`src/rtl/core/keyed_mean_with_missing_table_defines.svh`:
```
// Assertion macros for the keyed mean table.
`ifndef KEYED_MEAN_WITH_MISSING_TABLE_DEFINES_SVH
`define KEYED_MEAN_WITH_MISSING_TABLE_DEFINES_SVH
`ifndef SYNTHESIS
`define KMT_ASSERT(lbl, clk, rst_n, prop, msg) \
  lbl: assert property (@(posedge clk) disable iff (!rst_n) prop) else $error(msg);
`define KMT_ASSERT_RST(lbl, clk, prop, msg) \
  lbl: assert property (@(posedge clk) prop) else $error(msg);
`else
`define KMT_ASSERT(lbl, clk, rst_n, prop, msg)
`define KMT_ASSERT_RST(lbl, clk, prop, msg)
`endif
`endif

```
`src/rtl/core/kmt_ram.sv`:
```
// Generic single-port-write, single-read RAM with registered read.
`default_nettype none
module kmt_ram #(
  parameter int WIDTH = 8,
  parameter int DEPTH = 256
) (
  input  wire logic                     clk,
  input  wire logic                     we,
  input  wire logic [$clog2(DEPTH)-1:0] waddr,
  input  wire logic [WIDTH-1:0]         wdata,
  input  wire logic [$clog2(DEPTH)-1:0] raddr,
  output logic      [WIDTH-1:0]         rdata
);
  logic [WIDTH-1:0] mem [DEPTH];
  always_ff @(posedge clk) begin
    if (we) begin
      mem[waddr] <= wdata;
    end
    rdata <= mem[raddr];
  end
endmodule
`default_nettype wire

```
`config.mk`:
```
export PLATFORM = sky130hd
export DESIGN_NAME = kmt_ram
export DESIGN_NICKNAME = d
export VERILOG_FILES = /design/src/rtl/core/keyed_mean_with_missing_table_defines.svh /design/src/rtl/core/kmt_ram.sv
export SDC_FILE = /design/constraint.sdc
export NUM_CORES = 2
export LEC_CHECK = 0
export BUFFER_PORTS_ARGS = -buffer_cell sky130_fd_sc_hd__buf_2
export CAP_MARGIN = 20
export CORE_MARGIN = 2
export CORE_UTILIZATION = 58
export CTS_CLUSTER_SIZE = 20
export DETAILED_ROUTE_END_ITERATION = 8
export HOLD_SLACK_MARGIN = 0.08
export PLACE_DENSITY = 0.74
export SETUP_SLACK_MARGIN = 0.2
export SLEW_MARGIN = 20
export SYNTH_ARGS = -nofsm -noshare
export SYNTH_HDL_FRONTEND = slang
export SYNTH_SLANG_ARGS = --single-unit
```
`constraint.sdc`:
```
create_clock -name clk -period 3.58 [get_ports clk]
set_input_delay 0.537 -clock clk [delete_from_list [all_inputs] [get_ports clk]]
set_output_delay 0.537 -clock clk [all_outputs]
set_load 0.01 [all_outputs]
```
* After elaboration in Yosys (flattened, before gate mapping)
Memory sizes are Yosys's and may differ from the RTL's. A register that Yosys moved wholly into a read port is not among the register bits.
Cells that the tools add are included.
Widths: inputs -> output; s select.
** Storage, ports and cells
- Register bits :: 0
- RAM bits :: 2048
- Input port bits :: 26
- Output and inout port bits :: 8
- Logic and storage cells :: 3
- Memories kept :: 1
** Cells by class
- Mux-type cells :: 2
** Memories
- mem :: words 256, width 8, rd ports 1, clocked after Yosys merged registers in 1, wr ports 1, RTL line kmt_ram.sv:14 : logic [WIDTH-1:0] mem [DEPTH];
** Operators with widths (count)
- $mux 1 :: 2

* Depth between registers and ports, before layout
- Depth in word-level cells :: 2
- Gate-level depth with buffers :: 11
- Depth with buffers taken out :: 6

* Worst setup path after synthesis
OpenSTA, ideal clock, no wires.
- Kind :: input to register
- From :: input port raddr[0]
- To :: register rdata[2], read port of mem
- Library setup time :: 0.131 ns
- Arrival time :: 2.344 ns
- Data required time :: 3.449 ns
- Slack :: 1.105 ns
- Stages :: 9
- Buffers on the path :: 4
- Cells stage by stage :: buf_6 > buf_12 > buf_8 > buf_2 > mux4_2 > a22oi_1 > a21oi_1 > nor4_1 > nor4_2
** RTL lines
- from (decl) :: RTL line kmt_ram.sv:11 : input wire logic [$clog2(DEPTH)-1:0] raddr,
- to (decl) :: RTL line kmt_ram.sv:12 : output logic [WIDTH-1:0] rdata

==> results by group <==
Setup path
  • CP startpoint: raddr[3]
  • Reg2reg setup slack: between 900 and 1000 ps
  • Critical Path AT: 3550 ps
  • CP max FO: 26
  • Reg2Reg Depth: 6
  • Crit Path Category: in2reg
  • RR Startpoint: mem[9][0]
  • Worst EP required: 4270 ps
  • Worst Setup EP: rdata[0]
  • Setup crit end kind: flop
  • Startpoint Class: input port
  • FF-to-FF End: rdata[0]

Logic synthesis
  • Yosys top cell by area: edfxtp_1
  • Top FF cell, synth: edfxtp_1
  • EDFF count, synth: 2048
  • Largest cells by area after synthesis: edfxtp_1 (77%), mux4_2 (13%), mux2i_1 (1.7%)
  • Seq cells post-synth: 2056
  • Post-Syn Area: 0.0796 mm^2
  • Synth top area share: 0.773
  • Cells after Synth: 3733
  • Sequential area share after synthesis: 0.775
  • Mean post-synth cell area: 21.3 um^2
  • Syn Nets: 3759
  • Async set-or-reset flop fraction in the synthesized netlist: 0
  • Distinct cells, synth: 55
  • Synth warn: 0

Place
  • DPL Wire Length: 122 mm
  • PortBufs: 33
  • Final RePlAce weighted congestion: between 0.8 and 0.9
  • Dpl cell area: 0.0844 mm^2
  • Inst Count DP: 5744

Global route
  • Total GRT Usage: 0.283
  • Grt ovf: 0
  • Initial antenna violation count: 15
  • First-pass GRT wire length: 285 mm
  • Vias in the first global route: 40500
  • Pin count of the biggest net entering global routing: 122

Route
  • Routed WL: 197 mm
  • Starting DRT DRC Count: 5968
  • Vias per std cell: 6.72
  • TritonRoute pass-1 iters: 6
  • Detail Route Antenna Nets: 0
  • Vias: 41000
  • WL/cell: 32.2 um
  • DRC: 0

Clock network
  • H-tree Lvls: 4
  • Post-CTS sizing: 0
  • Clk sinks: 2056
  • CTS root buf: clkbuf_16
  • Cts bufs inserted: between 150 and 200
  • Post-CTS Setup Bufs: 0
  • Post-CTS Hold Fix Bufs: 0
  • Longest Clk Path Bufs: 3
  • Clock transition at path regs: 60 ps
  • TritonCTS clock tree: yes
  • Worst skew pair latency: 820 ps

Final layout
  • Most frequent cells in the layout: edfxtp_1 (2048), mux4_2 (454), buf_4 (390)
  • Area Overhead vs Synth: 13.8%
  • Post-route cell area: 0.0905 mm^2
  • Layout Cells excl Fill: 6104
  • Commonest non-fill, non-tap cell in the layout: edfxtp_1
  • Layout cells sized above 1: 0.277
  • Layout Nets: 4186

Power and ir drop
  • Peak VDD IR: 0.000502 V
  • Power density cells: 543 mW/mm^2
  • LEAKAGE: 0.0288 uW
  • Total Power: ~50000 uW

Timing
  • RSZ-0062 raised after global routing: no
  • Max Slew Vio Count: 0
  • Slew @ Worst Pin: 1090 ps
  • Period utilisation layout: 0.801
  • Final hold vios: 0
  • Achievable frequency: 349 MHz
  • Relative slew slack: 0.268
  • Setup violations, final: 0
  • Clock skew: between 20 and 25 ps
  • Tmin final: 2870 ps

Die
  • Starting Density: 0.586
  • DIE HEIGHT: 374 um
  • Die area: 0.140 mm^2
  • Row cnt: 135
  • Io pins: 34
  • Core ar.: 0.136 mm^2
  • Die X: 374 um

Run status
  • Status: completed

Flow run
  • Max-cap violations: 0

Min path
  • Worst Hold Class: in2reg
-- area by class of cell --
| type | instances | area, um^2 |
|---|---|---|
| fillers | 8379 | 45300 |
| inverters | 2 | 7.51 |
| clock buffers | 256 | 5180 |
| multi-input cells | 1442 | 16500 |
| clock inverters | 100 | 932 |
| flip-flops and latches | 2056 | 61700 |
| diodes | 4 | 10.0 |
| well taps | 1781 | 2230 |
| repair buffers | 463 | 4000 |
-- cell families after synthesis --
family,Yosys count,share of synthesized area
buffers and inverters,235,0.0183
multiplexers,591,0.146
flip-flops,2056,0.775
AO/OA/AOI/OAI,385,0.0342
AND/OR/NAND/NOR,466,0.0263
-- sequential cells by signal, indices dropped and copies added, names as in the netlist --
name,flops
mem,2048
rdata,8
-- critical path: stages --
cell and delay [ps]:
buf_2 420, buf_12 290, and2_1 540, a221oi_1 200, o211ai_1 220, nand3_1 160, nor4_1 870, buf_4 240
nor4_2 40
-- per-layer routing --
layer / track usage / up-vias / share of wire
met5: 0 / - / 0.00047
met4: 0.0959 / 14 / 0.035
met3: 0.0669 / 400 / 0.12
met1: 0.398 / 21300 / 0.37
met2: 0.444 / 2740 / 0.48
li1: - / 16500 / -
-- how the worst min path moves through the flow --
stage                          start  slack (ps)          end  depth (start not counted)
after floorplan             wdata[0]         640    mem[0][0]                          0
after global placement    mem[32][5]         870     rdata[5]                          6
after detailed placement  mem[33][5]         980     rdata[5]                          6
after CTS                   wdata[0]         210   mem[83][0]                          1
after global routing        wdata[0]         250   mem[87][0]                          1
final                       wdata[7]         230  mem[126][7]                          1
-- cells in the mapped netlist, drive strengths merged, types with 2 or more instances --
master,instances
buf,122
o221ai,47
nand3,34
nor4,27
o22a,5
a221oi,14
or2,4
a21oi,96
o22ai,28
a311oi,2
a2111oi,5
mux2i,134
nand3b,2
nor2,282
a31oi,2
a22oi,133
o21ai,12
clkbuf,111
and3b,2
nor2b,31
a211oi,16
edfxtp,2048
nand2b,8
nor3,22
and2,6
o32ai,5
a22o,8
nand4,10
nand2,33
o211ai,10
mux4,456
dfxtp,8
-- stage by stage --
step	TNS, ps	hold WS, ps	util	worst slack [ps]
final	0	232	0.666	714
after detailed placement	-77.5	984	0.621	-77.5
after floorplan	0	636	-	1110
after global placement	-71.3	873	0.621	-71.3
after global routing	0	250	0.666	720
after CTS	0	213	0.666	795
-- where the power goes --
group          internal, uW  switching, uW  leakage [uW]
clock network         11300           8730       0.00298
logic                   949           1610       0.00732
registers             26500           48.8        0.0185
total                 38700          10400        0.0288
Power figures use the tool's default switching activity.
